`src/rtl/core/msrs_pkg.sv`:
```
// Shared types and constants of the magnetometer SPI read sequencer.
package msrs_pkg;

  localparam int unsigned CfgIdxW   = 2;
  localparam int unsigned CfgDataW  = 16;
  localparam int unsigned OutDataW  = 72;

  localparam logic [CfgIdxW-1:0] CFG_WAIT_TICKS   = 2'd0;
  localparam logic [CfgIdxW-1:0] CFG_PERIOD_CODE  = 2'd1;
  localparam logic [CfgIdxW-1:0] CFG_SPIKE_LIMIT  = 2'd2;
  localparam logic [CfgIdxW-1:0] CFG_HEALTH_LIMIT = 2'd3;

  localparam logic [15:0] WAIT_TICKS_RST   = 16'd79;
  localparam logic [2:0]  PERIOD_CODE_RST  = 3'd3;
  localparam logic [14:0] SPIKE_LIMIT_RST  = 15'd500;
  localparam logic [7:0]  HEALTH_LIMIT_RST = 8'd20;

  localparam logic [7:0]  DUMMY_BYTE = 8'h00;

  localparam logic        ACT_TICK = 1'b0;
  localparam logic        ACT_SPI  = 1'b1;

  localparam logic [1:0]  AX_NONE = 2'd0;
  localparam logic [1:0]  AX_X    = 2'd1;
  localparam logic [1:0]  AX_Y    = 2'd2;
  localparam logic [1:0]  AX_Z    = 2'd3;

  typedef enum logic [4:0] {
    PH_RESET = 5'b00001,
    PH_START = 5'b00010,
    PH_WAIT  = 5'b00100,
    PH_BYTE1 = 5'b01000,
    PH_BYTE2 = 5'b10000
  } phase_t;

  typedef struct packed {
    logic [15:0] wait_ticks;
    logic [2:0]  period_code;
    logic [14:0] spike_limit;
    logic [7:0]  health_limit;
  } cfg_t;

  typedef struct packed {
    logic       action;
    logic [7:0] rx_byte;
  } item_t;

  // last field in the lowest bits
  typedef struct packed {
    logic [3:0]         pad;
    logic [7:0]         health_count;
    logic signed [15:0] z_value;
    logic signed [15:0] y_value;
    logic signed [15:0] x_value;
    logic               sample_stored;
    logic [7:0]         send_byte;
    logic               send_valid;
    logic               reset_active;
    logic               select_active;
  } result_t;

endpackage

```
`src/rtl/core/msrs_cfg_regs.sv`:
```
// Configuration register file of the read sequencer.
module msrs_cfg_regs (
  input  logic                          clk,
  input  logic                          rst_n,
  input  logic                          cfg_valid,
  output logic                          cfg_ready,
  input  logic [msrs_pkg::CfgIdxW-1:0]  cfg_index,
  input  logic [msrs_pkg::CfgDataW-1:0] cfg_data,
  output msrs_pkg::cfg_t                cfg
);

  msrs_pkg::cfg_t cfg_r;

  assign cfg_ready = 1'b1;
  assign cfg      = cfg_r;

  always_ff @(posedge clk) begin
    if (!rst_n) begin
      cfg_r.wait_ticks   <= msrs_pkg::WAIT_TICKS_RST;
      cfg_r.period_code  <= msrs_pkg::PERIOD_CODE_RST;
      cfg_r.spike_limit  <= msrs_pkg::SPIKE_LIMIT_RST;
      cfg_r.health_limit <= msrs_pkg::HEALTH_LIMIT_RST;
    end else if (cfg_valid) begin
      unique case (cfg_index)
        msrs_pkg::CFG_WAIT_TICKS:   cfg_r.wait_ticks   <= cfg_data;
        msrs_pkg::CFG_PERIOD_CODE:  cfg_r.period_code  <= cfg_data[2:0];
        msrs_pkg::CFG_SPIKE_LIMIT:  cfg_r.spike_limit  <= cfg_data[14:0];
        msrs_pkg::CFG_HEALTH_LIMIT: cfg_r.health_limit <= cfg_data[7:0];
        default: ;
      endcase
    end
  end

endmodule

```
`src/rtl/core/msrs_in_stage.sv`:
```
// Input register stage holding one accepted word.
module msrs_in_stage (
  input  logic            clk,
  input  logic            rst_n,
  input  logic            in_tvalid,
  output logic            in_tready,
  input  msrs_pkg::item_t in_item,
  output logic            item_valid,
  output msrs_pkg::item_t item,
  input  logic            item_take
);

  logic            valid_r;
  msrs_pkg::item_t item_r;

  assign in_tready  = !valid_r || item_take;
  assign item_valid = valid_r;
  assign item       = item_r;

  always_ff @(posedge clk) begin
    if (!rst_n) begin
      valid_r <= 1'b0;
    end else if (in_tready) begin
      valid_r <= in_tvalid;
    end
  end

  always_ff @(posedge clk) begin
    if (in_tvalid && in_tready) begin
      item_r <= in_item;
    end
  end

endmodule

```
`src/rtl/core/msrs_seq_core.sv`:
```
// Sequencer state, step logic and result register.
module msrs_seq_core (
  input  logic                          clk,
  input  logic                          rst_n,
  input  msrs_pkg::cfg_t                cfg,
  input  logic                          item_valid,
  input  msrs_pkg::item_t               item,
  output logic                          item_take,
  output logic                          out_tvalid,
  input  logic                          out_tready,
  output logic [msrs_pkg::OutDataW-1:0] out_tdata
);

  msrs_pkg::phase_t  phase_r, phase_nxt;
  logic [1:0]        axis_r, axis_nxt;
  logic [15:0]       wait_r, wait_nxt;
  logic [7:0]        high_r, high_nxt;
  logic [15:0]       x_r, x_nxt, y_r, y_nxt, z_r, z_nxt;
  logic [7:0]        health_r, health_nxt;
  logic              out_valid_r;
  msrs_pkg::result_t res_r, res_nxt;

  logic              send_valid, stored;
  logic [7:0]        send_byte;
  logic [15:0]       word;
  logic [15:0]       mag;
  logic              differ;

  assign item_take  = item_valid && (!out_valid_r || out_tready);
  assign out_tvalid = out_valid_r;
  assign out_tdata  = res_r;

  assign word = {high_r, item.rx_byte};
  assign mag  = word[15] ? (~word + 16'd1) : word;

  always_comb begin
    phase_nxt  = phase_r;
    axis_nxt   = axis_r;
    wait_nxt   = wait_r;
    high_nxt   = high_r;
    x_nxt      = x_r;
    y_nxt      = y_r;
    z_nxt      = z_r;
    health_nxt = health_r;
    send_valid = 1'b0;
    send_byte  = msrs_pkg::DUMMY_BYTE;
    stored     = 1'b0;
    differ     = 1'b0;
    if (item.action == msrs_pkg::ACT_TICK) begin
      unique case (phase_r)
        msrs_pkg::PH_RESET: phase_nxt = msrs_pkg::PH_START;
        msrs_pkg::PH_START: begin
          if (axis_r != msrs_pkg::AX_NONE) begin
            send_valid = 1'b1;
            send_byte  = {1'b0, cfg.period_code, 2'b00, axis_r};
            wait_nxt   = cfg.wait_ticks;
            phase_nxt  = msrs_pkg::PH_WAIT;
          end else begin
            axis_nxt  = msrs_pkg::AX_X;
            phase_nxt = msrs_pkg::PH_RESET;
          end
        end
        msrs_pkg::PH_WAIT: begin
          if (wait_r == 16'd0) begin
            send_valid = 1'b1;
            phase_nxt  = msrs_pkg::PH_BYTE1;
          end else begin
            wait_nxt = wait_r - 16'd1;
          end
        end
        msrs_pkg::PH_BYTE1, msrs_pkg::PH_BYTE2: ;
        default: phase_nxt = msrs_pkg::PH_RESET;
      endcase
    end else begin
      unique case (phase_r)
        msrs_pkg::PH_BYTE1: begin
          high_nxt   = item.rx_byte;
          send_valid = 1'b1;
          phase_nxt  = msrs_pkg::PH_BYTE2;
        end
        msrs_pkg::PH_BYTE2: begin
          if (mag < {1'b0, cfg.spike_limit}) begin
            stored = 1'b1;
            unique case (axis_r)
              msrs_pkg::AX_X: begin
                x_nxt    = word;
                axis_nxt = msrs_pkg::AX_Y;
              end
              msrs_pkg::AX_Y: begin
                y_nxt    = word;
                axis_nxt = msrs_pkg::AX_Z;
              end
              msrs_pkg::AX_Z: begin
                z_nxt    = word;
                axis_nxt = msrs_pkg::AX_X;
              end
              default: begin
                stored   = 1'b0;
                axis_nxt = msrs_pkg::AX_X;
              end
            endcase
          end
          phase_nxt = msrs_pkg::PH_RESET;
          differ    = (x_nxt != y_nxt) || (x_nxt != z_nxt) || (y_nxt != z_nxt);
          if (differ) begin
            if (health_r < cfg.health_limit) begin
              health_nxt = health_r + 8'd1;
            end
          end else if (health_r != 8'd0) begin
            health_nxt = health_r - 8'd1;
          end
        end
        msrs_pkg::PH_RESET, msrs_pkg::PH_START, msrs_pkg::PH_WAIT: ;
        default: phase_nxt = msrs_pkg::PH_RESET;
      endcase
    end

    res_nxt.pad           = 4'd0;
    res_nxt.select_active = (phase_nxt != msrs_pkg::PH_RESET);
    res_nxt.reset_active  = (phase_nxt == msrs_pkg::PH_START);
    res_nxt.send_valid    = send_valid;
    res_nxt.send_byte     = send_byte;
    res_nxt.sample_stored = stored;
    res_nxt.x_value       = x_nxt;
    res_nxt.y_value       = y_nxt;
    res_nxt.z_value       = z_nxt;
    res_nxt.health_count  = health_nxt;
  end

  always_ff @(posedge clk) begin
    if (!rst_n) begin
      phase_r     <= msrs_pkg::PH_RESET;
      axis_r      <= msrs_pkg::AX_X;
      wait_r      <= 16'd0;
      high_r      <= 8'd0;
      x_r         <= 16'd0;
      y_r         <= 16'd0;
      z_r         <= 16'd0;
      health_r    <= 8'd0;
      out_valid_r <= 1'b0;
    end else begin
      if (item_take) begin
        phase_r  <= phase_nxt;
        axis_r   <= axis_nxt;
        wait_r   <= wait_nxt;
        high_r   <= high_nxt;
        x_r      <= x_nxt;
        y_r      <= y_nxt;
        z_r      <= z_nxt;
        health_r <= health_nxt;
      end
      if (item_take) begin
        out_valid_r <= 1'b1;
      end else if (out_tready) begin
        out_valid_r <= 1'b0;
      end
    end
  end

  always_ff @(posedge clk) begin
    if (item_take) begin
      res_r <= res_nxt;
    end
  end

endmodule

```
`src/rtl/core/magnetometer_spi_read_sequencer_top.sv`:
```
// Top level of the magnetometer SPI read sequencer.
//
// Usage: each input word is one event. in_tuser is the event kind (0 = timer
// tick, 1 = SPI byte done) and in_tdata the received SPI byte. Each event
// yields exactly one output word on the out_ channel holding the line levels,
// the byte transfer to start (if any), the stored-sample flag, the last
// accepted x, y and z readings and the health counter.
// The cfg_ channel writes one setting per word (index 0 wait ticks, 1 period
// code, 2 spike limit, 3 health limit); cfg_ready is always high. Write
// settings only while no event is in flight.
// An accepted word passes the input register, then the result register.
// Throughput: one word per cycle while the receiver takes results, set by the
// single step stage that updates the sequencer state.
// When the receiver stalls, the result register holds its word and one more
// word waits in the input register; further input is held off by in_tready.
// Reset (rst_n low, synchronous) restores the default settings, releases the
// sensor select, selects the x axis, clears stored samples and health, and
// empties both registers.
module magnetometer_spi_read_sequencer_top (
  input  logic                          clk,
  input  logic                          rst_n,
  input  logic                          in_tvalid,
  output logic                          in_tready,
  input  logic [7:0]                    in_tdata,   // [7:0] rx_byte
  input  logic                          in_tuser,   // [0] action
  output logic                          out_tvalid,
  input  logic                          out_tready,
  // [0] select_active, [1] reset_active, [2] send_valid, [10:3] send_byte,
  // [11] sample_stored, [27:12] x_value, [43:28] y_value, [59:44] z_value,
  // [67:60] health_count, [71:68] zero
  output logic [msrs_pkg::OutDataW-1:0] out_tdata,
  input  logic                          cfg_valid,
  output logic                          cfg_ready,
  input  logic [msrs_pkg::CfgIdxW-1:0]  cfg_index,
  input  logic [msrs_pkg::CfgDataW-1:0] cfg_data
);

  msrs_pkg::cfg_t  cfg;
  msrs_pkg::item_t in_item;
  msrs_pkg::item_t item;
  logic            item_valid;
  logic            item_take;

  assign in_item.action  = in_tuser;
  assign in_item.rx_byte = in_tdata;

  msrs_cfg_regs u_cfg (
    .clk       (clk),
    .rst_n     (rst_n),
    .cfg_valid (cfg_valid),
    .cfg_ready (cfg_ready),
    .cfg_index (cfg_index),
    .cfg_data  (cfg_data),
    .cfg       (cfg)
  );

  msrs_in_stage u_in (
    .clk        (clk),
    .rst_n      (rst_n),
    .in_tvalid  (in_tvalid),
    .in_tready  (in_tready),
    .in_item    (in_item),
    .item_valid (item_valid),
    .item       (item),
    .item_take  (item_take)
  );

  msrs_seq_core u_core (
    .clk        (clk),
    .rst_n      (rst_n),
    .cfg        (cfg),
    .item_valid (item_valid),
    .item       (item),
    .item_take  (item_take),
    .out_tvalid (out_tvalid),
    .out_tready (out_tready),
    .out_tdata  (out_tdata)
  );

endmodule
```
`config.mk`:
```
export PLATFORM = sky130hd
export DESIGN_NAME = magnetometer_spi_read_sequencer_top
export DESIGN_NICKNAME = d
export VERILOG_FILES = /design/src/rtl/core/msrs_pkg.sv /design/src/rtl/core/msrs_cfg_regs.sv /design/src/rtl/core/msrs_in_stage.sv /design/src/rtl/core/msrs_seq_core.sv /design/src/rtl/core/magnetometer_spi_read_sequencer_top.sv
export SDC_FILE = /design/constraint.sdc
export NUM_CORES = 1
export LEC_CHECK = 0
export ABC_AREA = 1
export BUFFER_PORTS_ARGS = -buffer_cell sky130_fd_sc_hd__buf_2
export CAP_MARGIN = 10
export CORE_UTILIZATION = 31
export DETAILED_ROUTE_END_ITERATION = 8
export PLACE_DENSITY = 0.59
export SLEW_MARGIN = 20
export SYNTH_ARGS = -nofsm -noshare
export SYNTH_HDL_FRONTEND = slang
export SYNTH_SLANG_ARGS = --single-unit
```
`constraint.sdc`:
```
create_clock -name clk -period 3.9 [get_ports clk]
set_input_delay 0.39 -clock clk [delete_from_list [all_inputs] [get_ports clk]]
set_output_delay 0.39 -clock clk [all_outputs]
set_load 0.01 [all_outputs]
```
== Word level (Yosys, flattened, before mapping) ==
Cells that the tools add are included.
Word-level totals
  register bits: 208
  bits of input ports: 32
  logic and storage cells: 131
  output and inout bits: 75
Operators by class
  $lt $le $gt $ge: 2
  equal/unequal tests: 21
  bitwise operators: 4
  multiplexer cells: 46
  add/subtract/negate cells: 4
  reductions and logical operators: 28
Operators with widths (number)
  2-to-1 mux 16 bit: 21
  != test 16 bit: 3
  2-to-1 mux 8 bit: 5
  case mux 16 bit (2 select lines): 1
  case mux 5 bit (4 select lines): 1
  adder 16 x 1 -> 16 bit (second input constant): 1
  logical NOT 16 bit: 1
  less-than comparator 16 x 15 -> 1 bit: 1
  inverter 16 bit: 1
  subtractor 16 x 1 -> 16 bit (second input constant): 1
  equality test 5 x 2 -> 1 bit (second input constant): 2
  2-to-1 mux 2 bit: 5
  2-to-1 mux 5 bit: 2
  case mux 5 bit (2 select lines): 1
  AND reduction 5 bit: 2
  OR reduction 3 bit: 3
  adder 8 x 1 -> 8 bit (second input constant): 1
  equality test 2 bit (second input constant): 4
  less-than comparator 8 bit: 1
  AND reduction 2 bit: 4
  nonzero test 2 bit: 4
  nonzero test 8 bit: 1
  subtractor 8 x 1 -> 8 bit (second input constant): 1
  2-to-1 mux 1 bit: 7
  other kinds (18): 31

== Logic depth before layout (Yosys ltp) ==
Gate-level depths: netlist (run 1).
  depth after elaboration: 13
  depth in mapped cells: 33
  gate-level depth less buffers: 31

== Modules after synthesis ==
Synthesis (run 1) repeated with hierarchy kept, for this count alone.
Second synthesis, totals
  cell total of the unflattened synthesis: 1737
  area total of the unflattened synthesis: 12110.4 sq um
Modules (own cells, without submodules)
  msrs_seq_core: seq. area each 3713.6 sq um, cells each 1474, area each 10034.6 sq um, times used 1
  msrs_cfg_regs: seq. area each 840.8 sq um, cells each 247, area each 1754.2 sq um, times used 1
  msrs_in_stage: seq. area each 290.3 sq um, cells each 16, area each 321.6 sq um, times used 1

== Worst setup path before layout (run 1) ==
No wires, ideal clock.
  kind: reg-to-reg
  start: register u_in.item_r, in the netlist u_in.item[0]
  end: register u_core.res_r, in the netlist u_core.out_tdata[62], data pin
  library setup time: 0.251 ns
  buffers on the path: 2
  period minus slack after synthesis: 3.951 ns
  setup slack: -0.051 ns
  cell stages (with the launch flop): 31
  required time: 3.649 ns
  arrival time: 3.700 ns
  cell sequence: edfxtp_1 -> inv_2 -> ha_1 -> inv_1 -> nor2_1 -> inv_1 -> nor4_1 -> nand4_1 -> o21ai_0 -> xor2_1 -> ha_1 -> and3_1 -> a21boi_2 -> nor2_8 -> nand2_4 -> buf_12 -> buf_6 -> nand2_1 -> nand2_1 -> inv_2 -> nand2_1 -> nand2_1 -> nand2_1 -> nor2_1 -> nand2_1 -> nor2_4 -> nand2_4 -> nand2_1 -> nand3_1 -> nand2_1 -> inv_1
On the way
  longest elaborated chain between the ends: 13
  elaborated cells on any way between the ends: 24
  classes of those cells: add/sub (1); order compare (1); eq/ne (3); mux (16); bitwise (1); reduce/logical (2)
Ends and longest elaborated chain
  from (decl): RTL line msrs_in_stage.sv:14  | msrs_pkg::item_t item_r;
  from (signal assigned): RTL line msrs_in_stage.sv:30  | item_r <= in_item;
  inverter 16 bit: RTL line msrs_seq_core.sv:34  | assign mag = word[15] ? (~word + 16'd1) : word;
  adder 16 x 1 -> 16 bit: RTL line msrs_seq_core.sv:34
  2-to-1 mux 16 bit: RTL line msrs_seq_core.sv:34
  less-than comparator 16 x 15 -> 1 bit: RTL line msrs_seq_core.sv:82  | if (mag < {1'b0, cfg.spike_limit}) begin
  2-to-1 mux 16 bit: RTL line msrs_seq_core.sv:82
  2-to-1 mux 16 bit: RTL line msrs_seq_core.sv:75  | unique case (phase_r)
  2-to-1 mux 16 bit: RTL line msrs_seq_core.sv:49  | if (item.action == msrs_pkg::ACT_TICK) begin
  != test 16 bit: RTL line msrs_seq_core.sv:104  | differ = (x_nxt != y_nxt) || (x_nxt != z_nxt) || (y_nxt != z_nxt);
  logical OR 1 bit: RTL line msrs_seq_core.sv:104
  logical OR 1 bit (*): RTL line msrs_seq_core.sv:104
  2-to-1 mux 8 bit (*): RTL line msrs_seq_core.sv:105  | if (differ) begin
  2-to-1 mux 8 bit (*): RTL line msrs_seq_core.sv:75
  2-to-1 mux 8 bit (*): RTL line msrs_seq_core.sv:49
  net u_core.health_nxt[2]: RTL line msrs_seq_core.sv:19  | logic [7:0] health_r, health_nxt;
  to (signal assigned): RTL line msrs_seq_core.sv:162  | res_r <= res_nxt;
  to (decl): RTL line msrs_seq_core.sv:21  | msrs_pkg::result_t res_r, res_nxt;
Mark *: on every way through the listed nets, which the timed path passes. The rest lies on a longest branch. The select of a mux whose other input is x is not followed.
A chain may end at the register's enable or synchronous reset.

== Final worst setup path (run 1) ==
  start: register u_in.item_r, in the netlist u_in.item[0]
  end: register u_core.res_r, in the netlist u_core.out_tdata[61], data pin
The elaborated chain is that of the path after synthesis.

==> results of run 1 <==
[registers in the layout (all words and copies together) (netlist names), 9 cells and up]
name	count
u_core.z_r	16
u_cfg.cfg	42
u_core.wait_r	16
u_core.out_tdata	65
u_core.y_r	16
u_core.x_r	16
u_in.item	9
[power groups by stage]
stage                     Combinational [uW]  Sequential (uW)  Clock [uW]
after floorplan                          517             2450           0
after global placement                   775             2450           0
after global routing                     958             2420        2540
after detailed placement                 789             2450           0
final                                    848             2410        2380
after CTS                                837             2410        2450
[cell usage after synthesis (all sizes together)]
cell type | n | area, um2
nand2 | 419 | 1630
inv | 235 | 882
o21ai | 175 | 876
a21oi | 145 | 729
dfxtp | 131 | 2620
nor2 | 114 | 479
nand3 | 83 | 460
edfxtp | 74 | 2220
clkbuf | 56 | 210
o22ai | 40 | 250
buf | 35 | 259
ha | 32 | 400
xor2 | 22 | 193
nand3b | 17 | 128
o21a | 13 | 97.6
nor3 | 12 | 60.1
o211ai | 10 | 75.1
nand4 | 6 | 37.5
a31oi | 4 | 25.0
clkinv | 4 | 15.0
nor4 | 3 | 18.8
o31ai | 3 | 22.5
a211oi | 2 | 15.0
a21boi | 2 | 18.8
and3 | 2 | 12.5
conb | 2 | 7.51
or2 | 2 | 12.5
xnor2 | 2 | 17.5
a211o | 1 | 8.76
a21o | 1 | 7.51
a22o | 1 | 8.76
a32oi | 1 | 8.76
and2 | 1 | 6.26
o211a | 1 | 10.0
o21bai | 1 | 7.51
[metal layers]
metal  vias up  routed length [um]  GRT usage
met5         -                  12          0
met3        54                1720     0.0273
li1       5726                   -          -
met4         2                 839     0.0477
met2       280               15700      0.293
met1      5258               16000      0.232
[final cells by class]
type	instances	area [um2]
Clock buffer	34	743
Clock inverter	12	106
Fill cell	3904	22700
Inverter	239	901
Multi-Input combinational cell	1123	5950
Sequential cell	205	4840
Tap cell	511	639
Timing Repair Buffer	223	1710
[what timing repair did]
item,in CTS,in global routing
setup endpoints to repair,16,31
hold buffers,1,0
buffers inserted,8,5
gates resized for setup,56,45
cloned,4,1
hold endpoints to repair,1,0
pin swaps,12,16
[worst reg2reg max path, delay by kind of cell, from the launching register on]
| family | cells | cell delay (ps) |
|---|---|---|
| compound gates | 2 | 330 |
| xor+xnor | 1 | 170 |
| fa+ha+maj | 2 | 420 |
| buf+inv | 7 | 710 |
| flops | 1 | 380 |
| simple gates | 17 | 1890 |
[placed cells by master (no fill, tap or decap), types with 16 or more instances in the layout]
| cell | Yosys | final |
|---|---|---|
| buf_4 | 11 | 98 |
| nand3b_1 | 17 | 17 |
| ha_1 | 32 | 31 |
| clkbuf_16 | 0 | 29 |
| o21ai_1 | 16 | 16 |
| buf_2 | 14 | 98 |
| o21ai_0 | 159 | 155 |
| nand2_2 | 9 | 35 |
| a21oi_1 | 144 | 141 |
| nand2_1 | 406 | 372 |
| nand3_2 | 9 | 18 |
| nor2_1 | 107 | 100 |
| xor2_1 | 22 | 21 |
| nand3_1 | 74 | 65 |
| inv_1 | 226 | 221 |
| o22ai_1 | 40 | 40 |
| edfxtp_1 | 74 | 74 |
| dfxtp_1 | 131 | 131 |
[per-stage QoR]
stage | utilization | hold WS (ps) | setup TNS [ps]
2_1_floorplan | - | 424 | 0
3_3_place_gp | 0.358 | 447 | -4190
3_5_place_dp | 0.358 | 451 | -5200
5_1_grt | 0.396 | 12.0 | -7760
6_report | 0.396 | 36.1 | -3300
4_1_cts | 0.392 | 9.97 | -2550
[worst max path at each step]
stage | from | to | depth (start not counted)
detailed placement | u_in.item[0] | u_core.out_tdata[62] | 29
finish | u_in.item[0] | u_core.out_tdata[61] | 29
global placement | u_in.item[0] | u_core.out_tdata[65] | 29
CTS | u_in.item[0] | u_core.out_tdata[65] | 30
global route | u_in.item[1] | u_core.out_tdata[61] | 29
floorplan | u_in.item[0] | u_core.out_tdata[62] | 30
[cell families after synthesis]
kind of cell | share of synthesized area
and+or+nand+nor | 0.240
AOI/OAI and AO/OA | 0.183
buffers and inverters | 0.115
DFF | 0.410
adders and majority gates | 0.0338
xor gates and xnor gates | 0.0178
other | 0.000635
==> summary.md, run 1 <==
| Metric | Value |
|---|---|
| Placed inst area | `approximately 13000 um2` |
| RSZ-0062 raised after global routing | `yes` |
| Max Fanout on Critical Path | `8` |
| Num CTS Buffers | `25` |
| Max incr delay on CP | `380 ps` |
| Pre-CTS setup slack | `-343 ps` |
| Initial core utilization | `0.315` |
| Vias in the first global route | `10.5k` |
| Yosys reg bits | `approximately 210` |
| Post-DRT Antenna Nets | `0` |
| Num rows | `71` |
| Highest-delay cell along the critical path | `edfxtp_1` |
| IR drop worst, VDD | `between 0.3 and 0.4 mV` |
| Final period utilization | `1.06` |
| Clock network fraction of total power | `0.422` |
| Peak Freq | `241 MHz` |
| I/O pins | `roughly 110` |
| Internal power | `4080 uW` |
| Bufs and invs on worst path | `7` |
| Fin crit period | `4140 ps` |
| Post-DP HPWL | `approximately 23 mm` |
| HP Class | `primary input to flip-flop` |
| Post-synthesis cell type count | `49` |
| Sw power | `1560 uW` |
| GR Overflow Total | `0` |
| Fraction of layout instances using a drive strength above 1 | `0.203` |
| Die Height | `197 um` |
| Fin. max-slew vios | `0` |
| Crit Path Class | `flip-flop to flip-flop` |
| Drt drc | `0` |
| Crit. End Element | `flip-flop` |
| Ant. Diodes | `0` |
| Switching part of the total | `0.277` |
| Count of input and output buffers | `98` |
| Nature of the critical path startpoint | `flip-flop` |
| Initial DRC Count | `820` |
| CP top delay family | `simple AND/OR/NAND/NOR gates` |
| Hold path start | `in_tdata[3]` |
| Via density per instance | `4.82` |
| Die width | `197 um` |
| Setup Skew | `21.8 ps` |
| Power per Cell Area | `378 nW/um2` |
| Critical path arrival | `4450 ps` |
| Max cap viols | `0` |
| Critical path required time | `4210 ps` |
| Largest net degree at the start of global routing | `100` |
| Hold Path End | `u_in.item[3]` |
| Syn Inst Count | `1652` |
| Reg2Reg Launch Point | `u_in.item[0]` |
| Failing checks | `setup timing` |
| Sequential share of power | `0.428` |
| First-pass GRT wire length | `~55 mm` |
| RR Endpoint | `u_core.out_tdata[61]` |
| Flop2flop setup slack | `-240 ps` |
| Combinational power share | `0.151` |
| Htree depth | `1` |
| Core region area | `37600 um2` |
| Ys Warns | `0` |
| Antenna violations before repair | `1` |
| FF-to-FF path depth | `29` |
| Clk sinks | `205` |
| Tot Pwr | `approximately 5600 uW` |
| Endpoints failing hold | `0` |
| Inst Count DP | `2284` |
| Global-route usage over all layers | `0.175` |
| Setup violators final | `16` |
| Root Driver | `clkbuf_16` |
| Clock slew seen by the registers of the worst setup and hold paths | `60 ps` |
| Min setup slack post-route | `-242 ps` |
| Non-filler cells, final | `2347` |
| Sequential area share after synthesis | `0.410` |
| Vias | `11.3k` |
| Worst hold stages | `1` |
| Leakage | `0.00700 uW` |
| CTS tree | `built` |
| Gpl congestion | `approximately 0.88` |
| Full die area | `around 40000 um2` |
| Worst slew margin | `0.357` |
| CTS max path bufs | `3` |
| Fin nets | `1881` |
| Synth Cell Area | `11800 um2` |
| Design area | `roughly 15000 um2` |
| Worst Max-Slew Pin Slew | `964 ps` |
| Worst skew pair latency | `560 ps` |
| Area Overhead vs Synth | `25.9%` |
| Status | `complete, but fails checks` |
| Post-Route WL | `34.3 mm` |
| Syn avg cell area | `7.16 um2` |
| Drt wl/cell | `14.6 um` |
| Drt first pass iters | `5` |
Power figures use the tool's default switching activity.
==> run 2: changes to the inputs <==
--- a/config.mk
+++ b/config.mk
@@ -11,6 +11,7 @@
 export CORE_UTILIZATION = 31
 export DETAILED_ROUTE_END_ITERATION = 8
 export PLACE_DENSITY = 0.59
+export SKIP_CTS_REPAIR_TIMING = 1
 export SLEW_MARGIN = 20
 export SYNTH_ARGS = -nofsm -noshare
 export SYNTH_HDL_FRONTEND = slang
==> run 2 against run 1 <==
The run still ends with setup timing left. Register-to-register slack better by 40 ps. Fmax increased by 0.98%. Utilization is 0.51 points lower. Total power shrank 0.40%. Clock skew decreased by 4.4 ps. Die area unchanged.
==> summary.md, run 2 (synthesized netlist as in run 1, its figures left out) <==
| Metric | Value |
|---|---|
| Num CTS Buffers | `25 (unchanged)` |
| HP Class | `primary input to flip-flop` |
| Critical path arrival | `4420 ps (-30 ps)` |
| Clock network fraction of total power | `0.423 (about the same)` |
| Leakage | `0.00690 uW (-1.4%)` |
| Fraction of layout instances using a drive strength above 1 | `0.192 (-0.0102)` |
| Clock slew seen by the registers of the worst setup and hold paths | `60 ps (about the same)` |
| Status | `complete, but fails checks` |
| Worst hold stages | `1 (unchanged)` |
| Area Overhead vs Synth | `24.3%` |
| Switching part of the total | `0.276 (-0.00140)` |
| Sequential share of power | `0.429 (about the same)` |
| Clk sinks | `205 (unchanged)` |
| FF-to-FF path depth | `31 (+6.9%)` |
| CTS max path bufs | `3 (unchanged)` |
| Max incr delay on CP | `380 ps (about the same)` |
| Num rows | `71 (unchanged)` |
| Internal power | `4070 uW (-0.21%)` |
| Multi-input gate area | `5870 um2 (-1.3%)` |
| Critical path's most frequent cell | `nand2_1` |
| Post-Route WL | `34.0 mm (-0.85%)` |
| Sw power | `1550 uW (-0.90%)` |
| Hold path start | `in_tdata[3]` |
| Count of input and output buffers | `98 (unchanged)` |
| Pre-CTS setup slack | `-343 ps (unchanged)` |
| Global-route usage over all layers | `0.170 (-0.00490)` |
| Gpl congestion | `0.877 (unchanged)` |
| Flop2flop setup slack | `-200 ps (+40 ps)` |
| Full die area | `38900 um2 (unchanged)` |
| Die width | `197 um (unchanged)` |
| Worst Max-Slew Pin Slew | `978 ps (+14.0 ps)` |
| Drt wl/cell | `14.5 um (-0.55%)` |
| FF/Latch Area | `4840 um2 (unchanged)` |
| Critical path required time | `4220 ps (about the same)` |
| Htree depth | `1 (unchanged)` |
| Worst slew margin | `0.348 (-0.00936)` |
| Via density per instance | `4.80 (-0.58%)` |
| Setup Skew | `17.4 ps (-4.40 ps)` |
| Power per Cell Area | `382 nW/um2 (+0.89%)` |
| Max cap viols | `0 (unchanged)` |
| Crit. End Element | `flip-flop` |
| Vias in the first global route | `10.3k (-1.9%)` |
| CTS tree | `built` |
| Endpoints failing hold | `0 (unchanged)` |
| Tot Pwr | `5610 uW (-0.40%)` |
| Max Fanout on Critical Path | `8 (unchanged)` |
| Max FFs per register | `65 (unchanged)` |
| Nature of the critical path startpoint | `flip-flop` |
| Worst Hold Margin | `36.5 ps (+0.342 ps)` |
| Final period utilization | `1.05 (-0.0103)` |
| Vias | `11.2k (-0.87%)` |
| Post-DP HPWL | `23.2 mm (unchanged)` |
| Min setup slack post-route | `-202 ps (+40.1 ps)` |
| Post-layout util | `0.391 (-0.00506)` |
| IR drop worst, VDD | `0.318 mV (+0.37%)` |
| Failing checks | `setup timing` |
| Antenna violations before repair | `1 (unchanged)` |
| Peak Freq | `244 MHz (+0.98%)` |
| RR Endpoint | `u_core.out_tdata[62]` |
| Fin nets | `1874 (-0.37%)` |
| Root Driver | `clkbuf_16` |
| GR Overflow Total | `0 (unchanged)` |
| Largest net degree at the start of global routing | `100 (unchanged)` |
| Highest-delay cell along the critical path | `edfxtp_1` |
| Worst skew pair latency | `560 ps (about the same)` |
| Core region area | `37600 um2 (unchanged)` |
| Design area | `14700 um2 (-1.3%)` |
| Drt drc | `0 (unchanged)` |
| Fin. max-slew vios | `0 (unchanged)` |
| Crit Path Class | `flip-flop to flip-flop` |
| Die Height | `197 um (unchanged)` |
| Combinational power share | `0.148 (-0.003)` |
| Fin crit period | `4100 ps (-40.1 ps)` |
| I/O pins | `107 (unchanged)` |
| Fillcell total | `3920 (+0.41%)` |
| Initial core utilization | `0.315 (unchanged)` |
| Setup violators final | `16 (unchanged)` |
| First-pass GRT wire length | `53.1 mm (-2.6%)` |
| Initial DRC Count | `784 (-4.4%)` |
| Hold Path End | `u_in.item[3]` |
| Reg2Reg Launch Point | `u_in.item[1]` |
| Drt first pass iters | `5 (unchanged)` |
| RSZ-0062 raised after global routing | `yes` |
| Ant. Diodes | `0 (unchanged)` |
| Most common cell after layout, fill and taps aside | `nand2_1` |
| Post-DRT Antenna Nets | `0 (unchanged)` |
| Commonest cells after routing, fill and taps aside | `nand2_1, inv_1, o21ai_0` |
| Placed inst area | `13400 um2 (unchanged)` |
## run 2: changes by cell type in the layout (fill, tap and decap cells not counted), moves of 3 or more
cell / before / now
o21ai_1: 16 / 19
clkbuf_16: 29 / 32
buf_12: 12 / 7
nand3_2: 18 / 13
nand3_1: 65 / 70
nand2_4: 11 / 5
nand2_1: 372 / 376
## run 2: per-layer routing
layer / share of wire / global-route usage
met1: 0.47 / 0.226
met2: 0.46 / 0.285
met3: 0.044 / 0.0265
met4: 0.024 / 0.0454
met5: 0.00035 / 0
## run 2: per-stage QoR
step | setup TNS [ps] | instances
after CTS | -5550 | 2330
after global placement | -4190 | 2284
after floorplan | 0 | 1658
after global routing | -7520 | 2340
final | -2740 | 2340
after detailed placement | -5200 | 2284
## run 2: how the worst max path moves through the flow
stage	from	endpoint
floorplan	u_in.item[0]	u_core.out_tdata[62]
global placement	u_in.item[0]	u_core.out_tdata[65]
detailed placement	u_in.item[0]	u_core.out_tdata[62]
CTS	u_in.item[0]	u_core.health_r[4]
global route	u_in.item[1]	u_core.out_tdata[65]
finish	u_in.item[1]	u_core.out_tdata[62]
## run 2: worst max-delay path, delay by kind of cell (launching register included)
family | cells | cell delay [ps]
and+or+nand+nor | 21 | 2260
buffers and inverters | 6 | 470
adders and majority gates | 2 | 390
DFF | 1 | 380
xor gates and xnor gates | 1 | 190
AOI/OAI and AO/OA | 1 | 130
## run 2: power by group through the flow
stage / clock (uW) / combinational (uW) / sequential, uW
after floorplan: 0 / 517 / 2450
after global placement: 0 / 775 / 2450
after detailed placement: 0 / 789 / 2450
after CTS: 2450 / 793 / 2410
after global routing: 2540 / 940 / 2420
final: 2380 / 831 / 2410
## run 2: layout make-up
type                       count  area share
clock inverter                12     0.00723
multi-input combinational   1123       0.399
tap                          511      0.0435
clock buffer                  34      0.0505
inverter                     239      0.0613
timing repair buffer         216       0.109
sequential                   205       0.329
==> run 3: changes to the inputs <==
--- a/config.mk
+++ b/config.mk
@@ -12,7 +12,9 @@
 export DETAILED_ROUTE_END_ITERATION = 8
 export PLACE_DENSITY = 0.59
 export SKIP_CTS_REPAIR_TIMING = 1
+export SKIP_LAST_GASP = 1
 export SLEW_MARGIN = 20
 export SYNTH_ARGS = -nofsm -noshare
 export SYNTH_HDL_FRONTEND = slang
+export SYNTH_HIERARCHICAL = 1
 export SYNTH_SLANG_ARGS = --single-unit
==> run 3 against run 2 <==
Design area grew 8.1%. Clock-buffer cell count shrank 5. Clock skew shrank 1.4 ps. Critical path depth shrank 4. The run still ends with setup timing left. Synthesized area grew 2.4%. Combinational power grew 28%.
==> summary.md, run 3 <==
| Metric | Value |
|---|---|
| Area Overhead vs Synth | `31.2%` |
| Ys Warns | `6 (+6)` |
| CP Launch Point | `u_in/item[3]` |
| Asr flop ratio synth | `0 (unchanged)` |
| Setup Skew | `16.0 ps (-1.44 ps)` |
| Tot Pwr | `5950 uW (+6.0%)` |
| Hold path start | `in_tuser` |
| GR Overflow Total | `0 (unchanged)` |
| Root Driver | `clkbuf_16` |
| Full die area | `39900 um2 (+2.3%)` |
| Worst slew margin | `0.277 (-0.0710)` |
| Sw power | `1700 uW (+9.6%)` |
| Commonest cells in the netlist | `nand2_1, inv_1, o21ai_0` |
| Post-synthesis cell type count | `48 (-2.0%)` |
| Num rows | `72 (+1.4%)` |
| Pre-CTS setup slack | `-417 ps (-73.4 ps)` |
| Top cells by area, synth | `dfxtp_1, edfxtp_1, nand2_1` |
| Initial core utilization | `0.314 (-0.000730)` |
| Worst Hold Margin | `26.8 ps (-9.63 ps)` |
| IR drop worst, VDD | `0.312 mV (-1.7%)` |
| Num CTS Buffers | `25 (unchanged)` |
| Post-DP HPWL | `25.6 mm (+10%)` |
| Drt drc | `0 (unchanged)` |
| Fraction of layout instances using a drive strength above 1 | `0.210 (+0.0172)` |
| Syn avg cell area | `6.97 um2 (-2.6%)` |
| Fin. max-slew vios | `0 (unchanged)` |
| Combinational power share | `0.178 (+0.030)` |
| Critical path required time | `4210 ps (about the same)` |
| Sequential area share after synthesis | `0.400 (-0.00948)` |
| Max FFs per register | `65 (unchanged)` |
| Critical path arrival | `4640 ps (+220 ps)` |
| RSZ-0062 raised after global routing | `yes` |
| Global-route usage over all layers | `0.179 (+0.00864)` |
| Initial DRC Count | `776 (-1.0%)` |
| Crit. End Element | `flip-flop` |
| Die width | `200 um (+1.2%)` |
| Nature of the critical path startpoint | `flip-flop` |
| Commonest cells after routing, fill and taps aside | `nand2_1, inv_1, dfxtp_1` |
| Drt wl/cell | `15.6 um (+7.4%)` |
| Fin nets | `1992 (+6.3%)` |
| Clock network fraction of total power | `0.411 (-0.012)` |
| Die Height | `200 um (+1.2%)` |
| Reg2Reg Launch Point | `u_in/item[3]` |
| Syn Inst Count | `1737 (+5.1%)` |
| Min setup slack post-route | `-431 ps (-229 ps)` |
| CTS max path bufs | `3 (unchanged)` |
| Htree depth | `1 (unchanged)` |
| Power per Cell Area | `375 nW/um2 (-1.9%)` |
| Post-Route WL | `38.4 mm (+13%)` |
| Ant. Diodes | `0 (unchanged)` |
| Worst Max-Slew Pin Slew | `1080 ps (+107 ps)` |
| Synth Cell Area | `12100 um2 (+2.4%)` |
| Number of flops mapped to enable cells by yosys | `74 (unchanged)` |
| Max cap viols | `0 (unchanged)` |
| Setup violators final | `67 (+51)` |
| Vias in the first global route | `10.5k (+2.1%)` |
| Most frequent cell after synthesis | `nand2_1` |
| First-pass GRT wire length | `55.8 mm (+5.1%)` |
| Area share of the largest cell type after synthesis | `0.217 (-0.00513)` |
| Yosys reg bits | `205 (unchanged)` |
| Status | `complete, but fails checks` |
| HP Class | `primary input to flip-flop` |
| Prevailing post-synth register cell | `dfxtp_1` |
| I/O pins | `107 (unchanged)` |
| Most common cell after layout, fill and taps aside | `nand2_1` |
| Clk sinks | `205 (unchanged)` |
| Clock slew seen by the registers of the worst setup and hold paths | `60 ps (about the same)` |
| Crit Path Class | `flip-flop to flip-flop` |
| Peak Freq | `231 MHz (-5.3%)` |
| Switching part of the total | `0.285 (+0.00919)` |
| Max Fanout on Critical Path | `20 (+12)` |
| Leading area contributor after synthesis | `dfxtp_1` |
| Largest net degree at the start of global routing | `98 (-2.0%)` |
| Post-DRT Antenna Nets | `0 (unchanged)` |
| Drt first pass iters | `7 (+2)` |
| Vias | `11.9k (+6.1%)` |
| Antenna violations before repair | `0 (-1)` |
| Leakage | `0.00751 uW (+8.9%)` |
| Worst skew pair latency | `560 ps (about the same)` |
| Internal power | `4260 uW (+4.7%)` |
| Fin crit period | `4330 ps (+229 ps)` |
| Count of input and output buffers | `98 (unchanged)` |
| Core region area | `38600 um2 (+2.6%)` |
| Gpl congestion | `0.879 (+0.22%)` |
| Via density per instance | `4.83 (+0.81%)` |
| Final period utilization | `1.11 (+0.0587)` |
| CTS tree | `built` |
| Endpoints failing hold | `0 (unchanged)` |
| Failing checks | `setup timing` |
| Sequential share of power | `0.411 (-0.018)` |
[run 3: changes by cell type after synthesis, sizes merged, moves of 3 or more]
cell,before,now
a21oi,145,131
buf,35,41
inv,235,255
nand2,419,464
nand3,83,113
nand4,6,14
nor2,114,131
nor3,12,9
o211ai,10,5
o21a,13,6
xor2,22,19
[run 3: final timing paths]
path,endpoint,slack (ps),depth (start not counted)
hold / removal,u_in/item[8],30,1
setup / recovery,u_core/out_tdata[67],-430,27
setup reg to reg,u_core/out_tdata[67],-430,27
hold reg to reg,u_cfg/cfg[10],460,2
[run 3: kinds of logic (layout without fill, tap and decap cells)]
family,Yosys count,count (layout),synth area share
and+or+nand+nor,756,757,0.266
AOI/OAI and AO/OA,366,366,0.160
buffers and inverters,354,556,0.124
DFF,205,205,0.400
adders and majority gates,32,32,0.0331
xor gates and xnor gates,21,21,0.0152
other,2,8,0.000620
muxes,1,1,0.000827
[run 3: cell type report]
type / instances / area, um2
clock buffer: 29 / 661
clock inverter: 16 / 200
fill: 3994 / 22700
inverter: 258 / 980
multi-input combinational: 1185 / 6340
sequential: 205 / 4840
tap: 518 / 648
timing repair buffer: 253 / 2220
[run 3: metrics by stage]
stage	instance area, um2	instances	TNS (ps)	utilization
after global routing	15900	2464	-32580	0.412
after detailed placement	13700	2373	-6030	0.355
after CTS	14600	2418	-6490	0.378
after floorplan	12100	1743	0	-
final	15900	2464	-8330	0.412
after global placement	13700	2373	-5260	0.355
[run 3: worst max-delay path: stages (launching register included)]
cell	delay, ps
edfxtp_1	420
inv_2	90
nand2_2	60
nor4_2	230
inv_1	100
nor3_2	150
nand3_1	140
o31ai_2	220
xor2_1	100
ha_1	330
and3_4	210
nor3b_4	230
nand2_4	150
buf_8	170
buf_12	150
nand3_1	90
buf_4	130
nand3_1	70
nand2_1	70
nand2_1	70
nor2_2	130
nand2_1	150
nor2_4	220
nand2_4	110
nand2_2	90
nand3_2	80
nand2_2	90
inv_1	50
[run 3: per-layer routing]
metal	routed length, um	GRT usage	up-vias
met4	1140	0.0554	0
li1	-	-	6021
met5	0	0	-
met3	1860	0.0267	66
met2	18400	0.302	296
met1	17000	0.233	5528
[run 3: power groups by stage]
stage | registers [uW] | clock network, uW | logic [uW]
2_1_floorplan | 2490 | 0 | 595
3_3_place_gp | 2490 | 0 | 915
3_5_place_dp | 2490 | 0 | 927
4_1_cts | 2450 | 2510 | 930
5_1_grt | 2460 | 2600 | 1190
6_report | 2450 | 2440 | 1060
